--- src/hdl/msdt_pkg.sv ---
// shared types and constants of the multi-slot deadline timer
`timescale 1ns / 1ps
`default_nettype none

package msdt_pkg;

	localparam int NUM_TIMERS_DEF = 16;
	localparam int TIME_WIDTH_DEF = 32;
	localparam int SLOT_W         = 4;
	localparam int MASK_W         = 16;
	localparam int NOW_W          = 32;
	localparam int TMO_W          = 32;

	typedef enum logic [1:0] {
		REQ_TICK    = 2'd0,
		REQ_SET     = 2'd1,
		REQ_RESTART = 2'd2,
		REQ_QUERY   = 2'd3
	} req_e_t;

	typedef enum logic [1:0] {
		ST_OK        = 2'd0,
		ST_NO_SLOT   = 2'd1,
		ST_NOT_ALLOC = 2'd2
	} status_e_t;

	// command broadcast to every cell
	typedef struct packed {
		logic              valid;
		req_e_t            op;
		logic [SLOT_W-1:0] slot;
	} cmd_t;

	// per-cell flags collected by the top level
	typedef struct packed {
		logic alloc_hit;
		logic exp_hit;
		logic expire_now;
	} cell_flags_t;

endpackage

`default_nettype wire

--- src/hdl/msdt_cell.sv ---
// one timer slot: deadline, period and flags, with the allocation chain link
`timescale 1ns / 1ps
`default_nettype none

module msdt_cell #(
	parameter int IDX        = 0,
	parameter int TIME_WIDTH = msdt_pkg::TIME_WIDTH_DEF,
	parameter int IDX_W      = 4
) (
	input  wire                       clk,
	input  wire                       arst_n,
	input  msdt_pkg::cmd_t            cmd,
	input  wire  [TIME_WIDTH-1:0]     tick_now,
	input  wire  [TIME_WIDTH-1:0]     tick_next,
	input  wire  [TIME_WIDTH-1:0]     tmo,
	input  wire                       claim_in,
	output logic                      claim_out,
	input  wire  [IDX_W-1:0]          idx_in,
	output logic [IDX_W-1:0]          idx_out,
	output msdt_pkg::cell_flags_t     flags
);

	logic [TIME_WIDTH-1:0] deadline_q;
	logic [TIME_WIDTH-1:0] period_q;
	logic                  alloc_q;
	logic                  pend_q;
	logic                  exp_q;

	logic sel;
	logic take;
	logic restart;
	logic expire_now;

	assign sel = (32'(cmd.slot) == 32'(IDX));

	// a free slot takes the set only when no higher slot is free
	assign take       = cmd.valid && (cmd.op == msdt_pkg::REQ_SET) && !alloc_q && !claim_in;
	assign claim_out  = claim_in | ~alloc_q;
	assign idx_out    = take ? IDX_W'(IDX) : idx_in;
	assign restart    = cmd.valid && (cmd.op == msdt_pkg::REQ_RESTART) && sel && alloc_q;
	assign expire_now = cmd.valid && (cmd.op == msdt_pkg::REQ_TICK) && pend_q
		&& (deadline_q <= tick_next);

	assign flags.alloc_hit  = sel & alloc_q;
	assign flags.exp_hit    = sel & alloc_q & exp_q;
	assign flags.expire_now = expire_now;

	always_ff @(posedge clk or negedge arst_n) begin
		if (!arst_n) begin
			alloc_q <= 1'b0;
			pend_q  <= 1'b0;
			exp_q   <= 1'b0;
		end else if (take) begin
			alloc_q <= 1'b1;
			pend_q  <= 1'b1;
			exp_q   <= 1'b0;
		end else if (restart) begin
			pend_q <= 1'b1;
			exp_q  <= 1'b0;
		end else if (expire_now) begin
			pend_q <= 1'b0;
			exp_q  <= 1'b1;
		end
	end

	always_ff @(posedge clk) begin
		if (take) begin
			period_q   <= tmo;
			deadline_q <= tick_now + tmo;
		end else if (restart) begin
			deadline_q <= tick_now + period_q;
		end
	end

endmodule

`default_nettype wire

--- src/hdl/multi_slot_deadline_timer.sv ---
// top level of the multi-slot deadline timer: command register, cell row, result register
//
// usage:
//   an item (req_type, timeout, slot) is taken at a rising edge with start high
//   and busy low. req_type selects tick, set, restart or query.
//   each item gives exactly one result on slot_out, status, timed_out,
//   expired_mask and now, shown for one cycle with done high.
// result and busy:
//   the result is registered at the edge after the accepting edge. busy is high
//   for the one cycle in which the command is broadcast to the row of slot cells,
//   so no new item is taken while it is high. that cycle holds the deadline
//   compare in every cell and the free-slot claim that ripples from the
//   highest slot down to slot 0.
// reset:
//   arst_n clears the tick count and every slot's allocated, pending and
//   expired flag; deadlines and periods are written by a set before use.
// flow control:
//   the receiver cannot hold results off; done is a one-cycle strobe.
`timescale 1ns / 1ps
`default_nettype none

module multi_slot_deadline_timer #(
	parameter int NUM_TIMERS = msdt_pkg::NUM_TIMERS_DEF,
	parameter int TIME_WIDTH = msdt_pkg::TIME_WIDTH_DEF
) (
	input  wire                           clk,
	input  wire                           arst_n,
	input  wire                           start,
	output logic                          busy,
	input  wire  [1:0]                    req_type,
	input  wire  [msdt_pkg::TMO_W-1:0]    timeout,
	input  wire  [msdt_pkg::SLOT_W-1:0]   slot,
	output logic                          done,
	output logic [msdt_pkg::SLOT_W-1:0]   slot_out,
	output logic [1:0]                    status,
	output logic                          timed_out,
	output logic [msdt_pkg::MASK_W-1:0]   expired_mask,
	output logic [msdt_pkg::NOW_W-1:0]    now
);

	localparam int IDX_W = (NUM_TIMERS > 1) ? $clog2(NUM_TIMERS) : 1;

	msdt_pkg::cmd_t        cmd_s1;
	logic [TIME_WIDTH-1:0] tmo_s1;
	logic [TIME_WIDTH-1:0] tick_q;
	logic [TIME_WIDTH-1:0] tick_next;
	logic                  accept;

	logic [NUM_TIMERS:0]   claim;
	logic [IDX_W-1:0]      idx [NUM_TIMERS+1];
	msdt_pkg::cell_flags_t flags [NUM_TIMERS];
	logic [NUM_TIMERS-1:0] hit_vec;
	logic [NUM_TIMERS-1:0] exph_vec;
	logic [NUM_TIMERS-1:0] expn_vec;
	logic [msdt_pkg::MASK_W-1:0] mask_w;

	logic                         res_done;
	logic [msdt_pkg::SLOT_W-1:0]  res_slot;
	msdt_pkg::status_e_t          res_status;
	logic                         res_to;
	logic [msdt_pkg::MASK_W-1:0]  res_mask;
	logic [TIME_WIDTH-1:0]        res_now;

	assign busy      = cmd_s1.valid;
	assign accept    = start && !busy;
	assign tick_next = tick_q + TIME_WIDTH'(1);

	always_ff @(posedge clk or negedge arst_n) begin
		if (!arst_n) begin
			cmd_s1 <= '0;
			tmo_s1 <= '0;
		end else begin
			cmd_s1.valid <= accept;
			if (accept) begin
				cmd_s1.op   <= msdt_pkg::req_e_t'(req_type);
				cmd_s1.slot <= slot;
				tmo_s1      <= TIME_WIDTH'(timeout);
			end
		end
	end

	// claim and index ripple from the highest slot down to slot 0
	assign claim[NUM_TIMERS] = 1'b0;
	assign idx[NUM_TIMERS]   = '0;

	for (genvar i = 0; i < NUM_TIMERS; i++) begin : g_cell
		msdt_cell #(
			.IDX        (i),
			.TIME_WIDTH (TIME_WIDTH),
			.IDX_W      (IDX_W)
		) u_cell (
			.clk       (clk),
			.arst_n    (arst_n),
			.cmd       (cmd_s1),
			.tick_now  (tick_q),
			.tick_next (tick_next),
			.tmo       (tmo_s1),
			.claim_in  (claim[i+1]),
			.claim_out (claim[i]),
			.idx_in    (idx[i+1]),
			.idx_out   (idx[i]),
			.flags     (flags[i])
		);
		assign hit_vec[i]  = flags[i].alloc_hit;
		assign exph_vec[i] = flags[i].exp_hit;
		assign expn_vec[i] = flags[i].expire_now;
	end

	for (genvar b = 0; b < msdt_pkg::MASK_W; b++) begin : g_mask
		if (b < NUM_TIMERS) begin : g_on
			assign mask_w[b] = expn_vec[b];
		end else begin : g_off
			assign mask_w[b] = 1'b0;
		end
	end

	always_comb begin
		res_done   = cmd_s1.valid;
		res_slot   = '0;
		res_status = msdt_pkg::ST_OK;
		res_to     = 1'b0;
		res_mask   = '0;
		res_now    = tick_q;
		unique case (cmd_s1.op)
			msdt_pkg::REQ_TICK: begin
				res_mask = mask_w;
				res_now  = tick_next;
			end
			msdt_pkg::REQ_SET: begin
				if (claim[0]) begin
					res_slot = msdt_pkg::SLOT_W'(idx[0]);
				end else begin
					res_status = msdt_pkg::ST_NO_SLOT;
				end
			end
			msdt_pkg::REQ_RESTART, msdt_pkg::REQ_QUERY: begin
				res_slot = cmd_s1.slot;
				if (!(|hit_vec)) begin
					res_status = msdt_pkg::ST_NOT_ALLOC;
				end else if (cmd_s1.op == msdt_pkg::REQ_QUERY) begin
					res_to = |exph_vec;
				end
			end
			default: begin
				res_done = cmd_s1.valid;
			end
		endcase
	end

	always_ff @(posedge clk or negedge arst_n) begin
		if (!arst_n) begin
			tick_q <= '0;
			done   <= 1'b0;
		end else begin
			done <= res_done;
			if (cmd_s1.valid && (cmd_s1.op == msdt_pkg::REQ_TICK)) begin
				tick_q <= tick_next;
			end
		end
	end

	always_ff @(posedge clk) begin
		if (res_done) begin
			slot_out     <= res_slot;
			status       <= res_status;
			timed_out    <= res_to;
			expired_mask <= res_mask;
			now          <= msdt_pkg::NOW_W'(res_now);
		end
	end

endmodule

`default_nettype wire

--- config.mk ---
export PLATFORM = sky130hd
export DESIGN_NAME = multi_slot_deadline_timer
export DESIGN_NICKNAME = d
export VERILOG_FILES = /design/src/hdl/msdt_pkg.sv /design/src/hdl/msdt_cell.sv /design/src/hdl/multi_slot_deadline_timer.sv
export SDC_FILE = /design/constraint.sdc
export NUM_CORES = 2
export LEC_CHECK = 0
export BUFFER_PORTS_ARGS = -buffer_cell sky130_fd_sc_hd__buf_2
export CORE_AREA = 2 2 368 553
export CTS_CLUSTER_SIZE = 8
export DETAILED_ROUTE_END_ITERATION = 8
export DIE_AREA = 0 0 370 555
export GPL_TIMING_DRIVEN = 0
export MAX_ROUTING_LAYER = met4
export PLACE_DENSITY = 0.57
export RECOVER_POWER = 100
export SYNTH_ARGS = -nofsm -noshare
export SYNTH_HDL_FRONTEND = slang
export SYNTH_SLANG_ARGS = --single-unit
--- constraint.sdc ---
create_clock -name clk -period 5.05 [get_ports clk]
set_clock_uncertainty 0.05 [all_clocks]
set_input_delay 0.2525 -clock clk [delete_from_list [all_inputs] [get_ports clk]]
set_output_delay 0.2525 -clock clk [all_outputs]
set_load 0.01 [all_outputs]
After elaboration in Yosys (flattened, before gate mapping)
Cells that the tools add are included.
- bits in writable memories: 0
- ROM bits: 0
- output and inout bits: 57
- logic and storage cells: 524
- memories: 0
- flip-flop bits (word level): 1199
- bits in latches: 0
- multiplexer cells: 150
- $lt $le $gt $ge: 16
- shift-type cells: 0
- equality and inequality tests: 18
- divide/modulo/power cells: 0
- bitwise logic cells: 63
- add/subtract/negate cells: 18
- multipliers: 0
- reduce and logical (&&, ||, !) cells: 168
- operator list (operator ; count):
    $mux W32 ; 33
    $add A32 B32 Y32 ; 17
    $le A32 B32 Y1 ; 16
    $logic_and A1 B1 Y1 ; 99
    $mux W1 ; 97
    $mux W4 ; 17
    $reduce_bool A3 Y1 ; 16
    $add A32 B1 Y32 const B ; 1
    $and A1 B1 Y1 ; 32
    $eq A4 B4 Y1 const B ; 8
    $reduce_bool A2 Y1 ; 16
    $reduce_or A16 Y1 ; 2
    $logic_not A1 Y1 ; 31
    $eq A4 B3 Y1 const B ; 4
    $not A1 Y1 ; 16
    $or A1 B1 Y1 ; 15
    $eq A4 B2 Y1 const B ; 2
    $pmux W4 S2 ; 1
    $eq A2 B2 Y1 const B ; 2
    $eq A4 B1 Y1 const B ; 1
    $logic_not A4 Y1 ; 1
    $pmux W2 S2 ; 1
    $reduce_and A3 Y1 ; 1
    $eq A2 B1 Y1 const B ; 1
    3 further kinds ; 3

Longest topological paths before layout
- depth after elaboration: 21
- gate-level depth with buffers: 21
- mapped depth without buffers: 20

Hierarchy
From an unflattened synthesis, not the netlist that was laid out.
- cells, all modules: 8272
- area total of the unflattened synthesis: 88204.6 um^2
- modules (own cells, without submodules) (module ; cells each ; times used ; area each (um^2)):
    msdt_cell (g_cell[5].u_cell ...) ; 489 ; 3 ; 5201.2
    msdt_cell (g_cell[1].u_cell ...) ; 493 ; 2 ; 5146.2
    multi_slot_deadline_timer ; 494 ; 1 ; 6030.8
    msdt_cell (g_cell[11].u_cell) ; 529 ; 1 ; 5362.6
    msdt_cell (g_cell[8].u_cell) ; 489 ; 1 ; 5200.0
    msdt_cell (g_cell[7].u_cell) ; 489 ; 1 ; 5198.7
    msdt_cell (g_cell[14].u_cell) ; 502 ; 1 ; 5188.7
    msdt_cell (g_cell[10].u_cell) ; 493 ; 1 ; 5148.7
    msdt_cell (g_cell[15].u_cell) ; 494 ; 1 ; 5146.2
    msdt_cell (g_cell[3].u_cell) ; 493 ; 1 ; 5143.7
    msdt_cell (g_cell[4].u_cell) ; 485 ; 1 ; 5046.1
    msdt_cell (g_cell[13].u_cell) ; 452 ; 1 ; 4964.8
    msdt_cell (g_cell[0].u_cell) ; 452 ; 1 ; 4962.3
    msdt_cell (g_cell[12].u_cell) ; 447 ; 1 ; 4916.0

Worst setup path after synthesis
Ideal clock, no wire load.
- path type: register -> register
- start: reg cmd_s1, in the netlist busy
- end: reg g_cell[4].u_cell.exp_q
- slack: -0.104 ns
- arrival: 4.967 ns
- cell stages (with the launch flop): 7
- required time: 4.863 ns
- library setup time: 0.137 ns
- cell sequence: dfrtp_1 nand3b_1 clkbuf_1 o21ai_0 inv_1 a21oi_1 o21ai_0
- word-level cells in the longest chain between the ends: 5
- ends and longest elaborated chain (element ; line ; text):
    start, declared ; multi_slot_deadline_timer.sv:43 ; msdt_pkg::cmd_t cmd_s1;
    $logic_and A1 B1 Y1 (3 in a row) ; msdt_cell.sv:40 ; assign restart = cmd.valid && (cmd.op == msdt_pkg::REQ_RESTART) && sel && alloc_q;
    $mux W1 ; msdt_cell.sv:57 ; end else if (restart) begin
    $mux W1 ; msdt_cell.sv:53 ; end else if (take) begin
    end signal, assigned ; msdt_cell.sv:52 ; exp_q <= 1'b0;
    end signal, assigned ; msdt_cell.sv:56 ; exp_q <= 1'b0;
    end signal, assigned ; msdt_cell.sv:59 ; exp_q <= 1'b0;
    end, declared ; msdt_cell.sv:27 ; logic exp_q;
Parallel ways exist; a longest one is shown, timed or not.
A chain may end at the register's enable or synchronous reset.

Final worst setup path
- start: reg cmd_s1, in the netlist busy
- end: reg slot_out[0] (netlist name), data pin
- word-level cells in the longest chain between the ends: 20
- ends and longest elaborated chain (element ; line ; text):
    $logic_and A1 B1 Y1 (*) ; msdt_cell.sv:37 ; assign take = cmd.valid && (cmd.op == msdt_pkg::REQ_SET) && !alloc_q && !claim_in;
    $logic_and A1 B1 Y1 ; msdt_cell.sv:37 ;
    $mux W4 or $logic_and A1 B1 Y1 (tied branches) ; msdt_cell.sv:39, msdt_cell.sv:37 ;
    $mux W4 (14 in a row) ; msdt_cell.sv:39 ; assign idx_out = take ? IDX_W'(IDX) : idx_in;
    $mux W4 (*) ; msdt_cell.sv:39 ;
    $mux W4 (*) ; multi_slot_deadline_timer.sv:130 ; if (claim[0]) begin
    $pmux W4 S2 (*) ; multi_slot_deadline_timer.sv:124 ; unique case (cmd_s1.op)
    named net res_slot, one bit ; multi_slot_deadline_timer.sv:58 ; logic [msdt_pkg::SLOT_W-1:0] res_slot;
    end signal, assigned ; multi_slot_deadline_timer.sv:164 ; slot_out <= res_slot;
    end, declared ; multi_slot_deadline_timer.sv:34 ; output logic [msdt_pkg::SLOT_W-1:0] slot_out,
The timed path passes the listed nets; every way through them passes the cells marked *.

==> qor_table.md <==
| Parameter | Reported | Unit |
| --- | --- | --- |
| Run status | complete, but fails checks | - |
| Failing checks | capacitance limit, slew limit, setup timing | - |
| Num CTS Buffers | 176 | - |
| Unique masters post-synth | 84 | - |
| Total number of clock tree sinks | 1199 | - |
| Drt first-iter violations | 5712 | - |
| Largest fanout on the critical path | 31 | - |
| CTS clk-pin slew, worst paths | 50 | ps |
| Wire length of the first global-routing pass | 473200 | um |
| Io pins | 98 | - |
| Data arrival time of the critical path | 5550 | ps |
| Fraction of layout instances using a drive strength above 1 | 10.07 | % |
| Startpoint of the lowest-slack register-to-register path | busy | - |
| CP max stage delay | 1220 | ps |
| H-tree levels | 4 | - |
| Number of pins with negative max-slew slack in the final report | 195 | - |
| Highest routed metal layer | met4 | - |
| Pin count of the biggest net entering global routing | 81 | - |
| Least setup slack across all paths after layout | -147.3 | ps |
| Total of warnings raised by yosys | 0 | - |
| Insertion delay to the later sink of the worst-skew pair | 870 | ps |
| Final clock period utilization by the worst path | 102.9 | % |
| Max capacitance violation total | 8 | - |
| # rows | 202 | - |
| Area growth from synthesis to layout | 16.99 | % |
| Net count reported at finish | 9170 | - |
| Crit end category | flop | - |
| Post-Synthesis Mean Instance Area | 10.54 | sq um |
| Overall power | 0.02893 | W |
| Met3 wire length | 20090 | um |
| Vias per inst | 6.132 | - |
| Leakage power of the design | 37.77 | nW |
| # port buffers | 97 | - |
| DRT antenna net count | 0 | - |
| PwrDens | 309.5 | nW/um^2 |
| Number of hold violations in the final report | 0 | - |
| Post-DP HPWL | 253500 | um |
| TritonCTS clock tree | built | - |
| Worst path cell trace | nand2_1 -> nor2_1 -> and2_1 -> nand2_1 -> or2_2 -> clkbuf_1 -> clkbuf_1 -> nand4_1 | - |
| Die Area | 205400 | sq um |
| X dimension of the die | 370 | um |
| Most frequently used flop master after synthesis | sky130_fd_sc_hd__edfxtp_1 | - |
| Total wire length | 343600 | um |
| Clock Tree Root | sky130_fd_sc_hd__clkbuf_16 | - |
| Post-detailed-route DRC marker count | 0 | - |
| DIE HEIGHT | 555 | um |
| Critical register-to-register path endpoint | slot_out[0] | - |
| Via count of the first global-routing pass | 67250 | - |
| Setup-failing EPs final | 22 | - |
| DP Worst Slack | -4724 | ps |
| Crit Path Class | flop to flop | - |
| Async set or reset register ratio after synthesis | 10.01 | % |
| Max-slew headroom | -136.8 | % |
| Worst R2R Path Depth | 8 | - |
| Most common library cell in the layout ignoring fill and taps | sky130_fd_sc_hd__edfxtp_1 | - |
| Class of the tightest hold or removal check | primary input to flop | - |
| Launching element type of the critical path | flop | - |
| Total overflow reported by the global router | 0 | - |
| Post-synth EDFFs | 1079 | - |
| Hold path cells | 3 | - |
| Summed instance area of the synthesized netlist | 79890 | sq um |
| Post-synthesis net count | 8676 | - |
| Weighted congestion at the end of routability-driven global placement | 1.047 | - |
| Clock tree buffer depth | 4 | - |
| Min-delay src | timeout[10] | - |
| Worst vdd ir | 257.5 | uV |
| Final Critical Period | 5197 | ps |
| Final instance area | 93460 | sq um |
| Worst-Margin Slew | 3551 | ps |
| Met1 WL | 115900 | um |
| Starting density of the core | 39.76 | % |
| Min-Delay Endpoint | tmo_s1[10] | - |
| Total routing resource utilization after global routing | 33.77 | % |
| Slowest cell on crit path | sky130_fd_sc_hd__clkbuf_1 | - |
| Top achievable clock speed | 0.1924 | GHz |
| Detailed-routing iteration count for the pre-antenna-repair pass | 6 | - |
| Length of routed met2 wiring | 165900 | um |
| R2R setup slack | -150 | ps |
| Placeable core region | 200900 | sq um |
| Required arrival time at the worst endpoint | 5410 | ps |
| Cells after synthesis | 7578 | - |
| Sequential area share after synthesis | 44.32 | % |
| WL per Instance | 31.62 | um |
| Leading cell types in the layout, fill and taps excluded | sky130_fd_sc_hd__edfxtp_1, sky130_fd_sc_hd__ha_1, sky130_fd_sc_hd__a21oi_1 | - |
| Register bit count reported by yosys | 1199 | - |
| Via count | 66630 | - |
| Cell area after placement | 86220 | sq um |
| Unrepaired setup endpoints after global routing | true | - |
| Antenna violations before repair | 30 | - |
logic make-up (layout without fill, tap and decap cells):
group | Yosys count | in the layout | synth area share, %
adders and majority gates | 1057 | 1057 | 16.71
AOI/OAI and AO/OA | 2313 | 2313 | 18.00
muxes | 97 | 97 | 1.280
DFF | 1199 | 1199 | 44.32
and+or+nand+nor | 1996 | 1996 | 12.03
buffers and inverters | 384 | 1005 | 1.828
xor gates and xnor gates | 532 | 532 | 5.833
other | 0 | 14 | 0
power by group:
| part | leakage (nW) | internal, W | switching [W] |
|---|---|---|---|
| registers | 11.2 | 0.0113 | 0.000589 |
| clock network | 2.38 | 0.00657 | 0.00467 |
| logic | 24.2 | 0.00191 | 0.00385 |
| total | 37.8 | 0.0198 | 0.00910 |
worst max-delay path by stage:
| stage | slack [ps] | end | cells after the start | startpoint |
|---|---|---|---|---|
| floorplan | -100 | g_cell[4].u_cell.exp_q | 6 | busy |
| global placement | -6350 | expired_mask[2] | 16 | tick_q[1] |
| detailed placement | -4720 | expired_mask[4] | 19 | tick_q[3] |
| CTS | -20 | g_cell[9].u_cell.exp_q | 22 | tick_q[1] |
| global route | -40 | expired_mask[12] | 20 | tick_q[15] |
| finish | -150 | slot_out[0] | 8 | busy |
what timing repair did:
action                                 in CTS  in global routing
hold buffers                               41                  0
resized for setup                         218                 49
pin swaps                                  37                 19
endpoints found under the hold margin     158                  0
buffers inserted                           70                 19
setup endpoints to repair                 395                 84
through the flow:
stage / hold WS, ps / TNS, ps / instances / util (%)
global placement: 408.7 / -5099780 / 10330 / 41.66
CTS: 65.53 / -23.34 / 10830 / 46.33
global route: 108.8 / -197.4 / 10860 / 46.51
detailed placement: 159.6 / -377710 / 10420 / 42.91
finish: 98.61 / -607.4 / 10870 / 46.52
floorplan: -93.09 / -845.6 / 7578 / -
sequential cells by signal (all words and copies together) (netlist names), 4 cells and up:
name	flops
tmo_s1	32
g_cell.u_cell.pend_q	16
cmd_s1	6
g_cell.u_cell.alloc_q	16
g_cell.u_cell.period_q	512
tick_q	32
g_cell.u_cell.deadline_q	512
expired_mask	16
now	32
g_cell.u_cell.exp_q	16
slot_out	4
synth_stat cells (all sizes together), types with 13 or more instances:
cell	number	share of area, %
nor2b	102	0.80
and4	17	0.19
o21a	138	1.3
fa	17	0.43
nand2	542	2.5
o31ai	45	0.42
a31oi	53	0.42
and3	68	0.53
nand4	163	1.3
a211o	16	0.18
xor2	251	2.8
or2	28	0.22
mux2i	56	0.70
clkbuf	159	0.75
xnor2	281	3.1
buf	29	0.16
nor2	559	2.6
o21ai	517	3.2
inv	192	0.90
mux2	41	0.58
o2111ai	13	0.14
or3	38	0.30
nand3	138	0.86
a31o	15	0.16
dfrtp	120	3.8
nor4	30	0.23
o22ai	21	0.16
a21boi	24	0.23
o21bai	64	0.60
nand3b	15	0.14
a21oi	764	4.8
ha	1040	16
o211ai	47	0.45
a21o	384	3.6
nor3b	18	0.17
edfxtp	1079	41
nand2b	127	0.99
nor3	81	0.51
and2	43	0.34
a211oi	81	0.76
critical path: cells and delay by family, from the launching register on:
kind / cells / cell delay [ps]
simple gates: 6 / 1590
flops: 1 / 700
buf+inv: 2 / 2330
metal layers:
layer / vias up / global-route usage, %
met2: 2880 / 56.48
met3: 1291 / 4.509
li1: 29690 / -
met4: 0 / 32.94
met5: - / -
met1: 32770 / 33.41
final cells by class:
cell class | instances | area [sq um]
fill | 18570 | 107500
multi-input combinational | 5995 | 44560
sequential | 1199 | 35530
clock buffer | 301 | 4947
timing repair buffer | 318 | 3486
tap | 2652 | 3318
buffer | 186 | 807.0
inverter | 196 | 738.2
clock inverter | 4 | 41.29
antenna | 14 | 35.03
(Power assumes the default switching activity.)
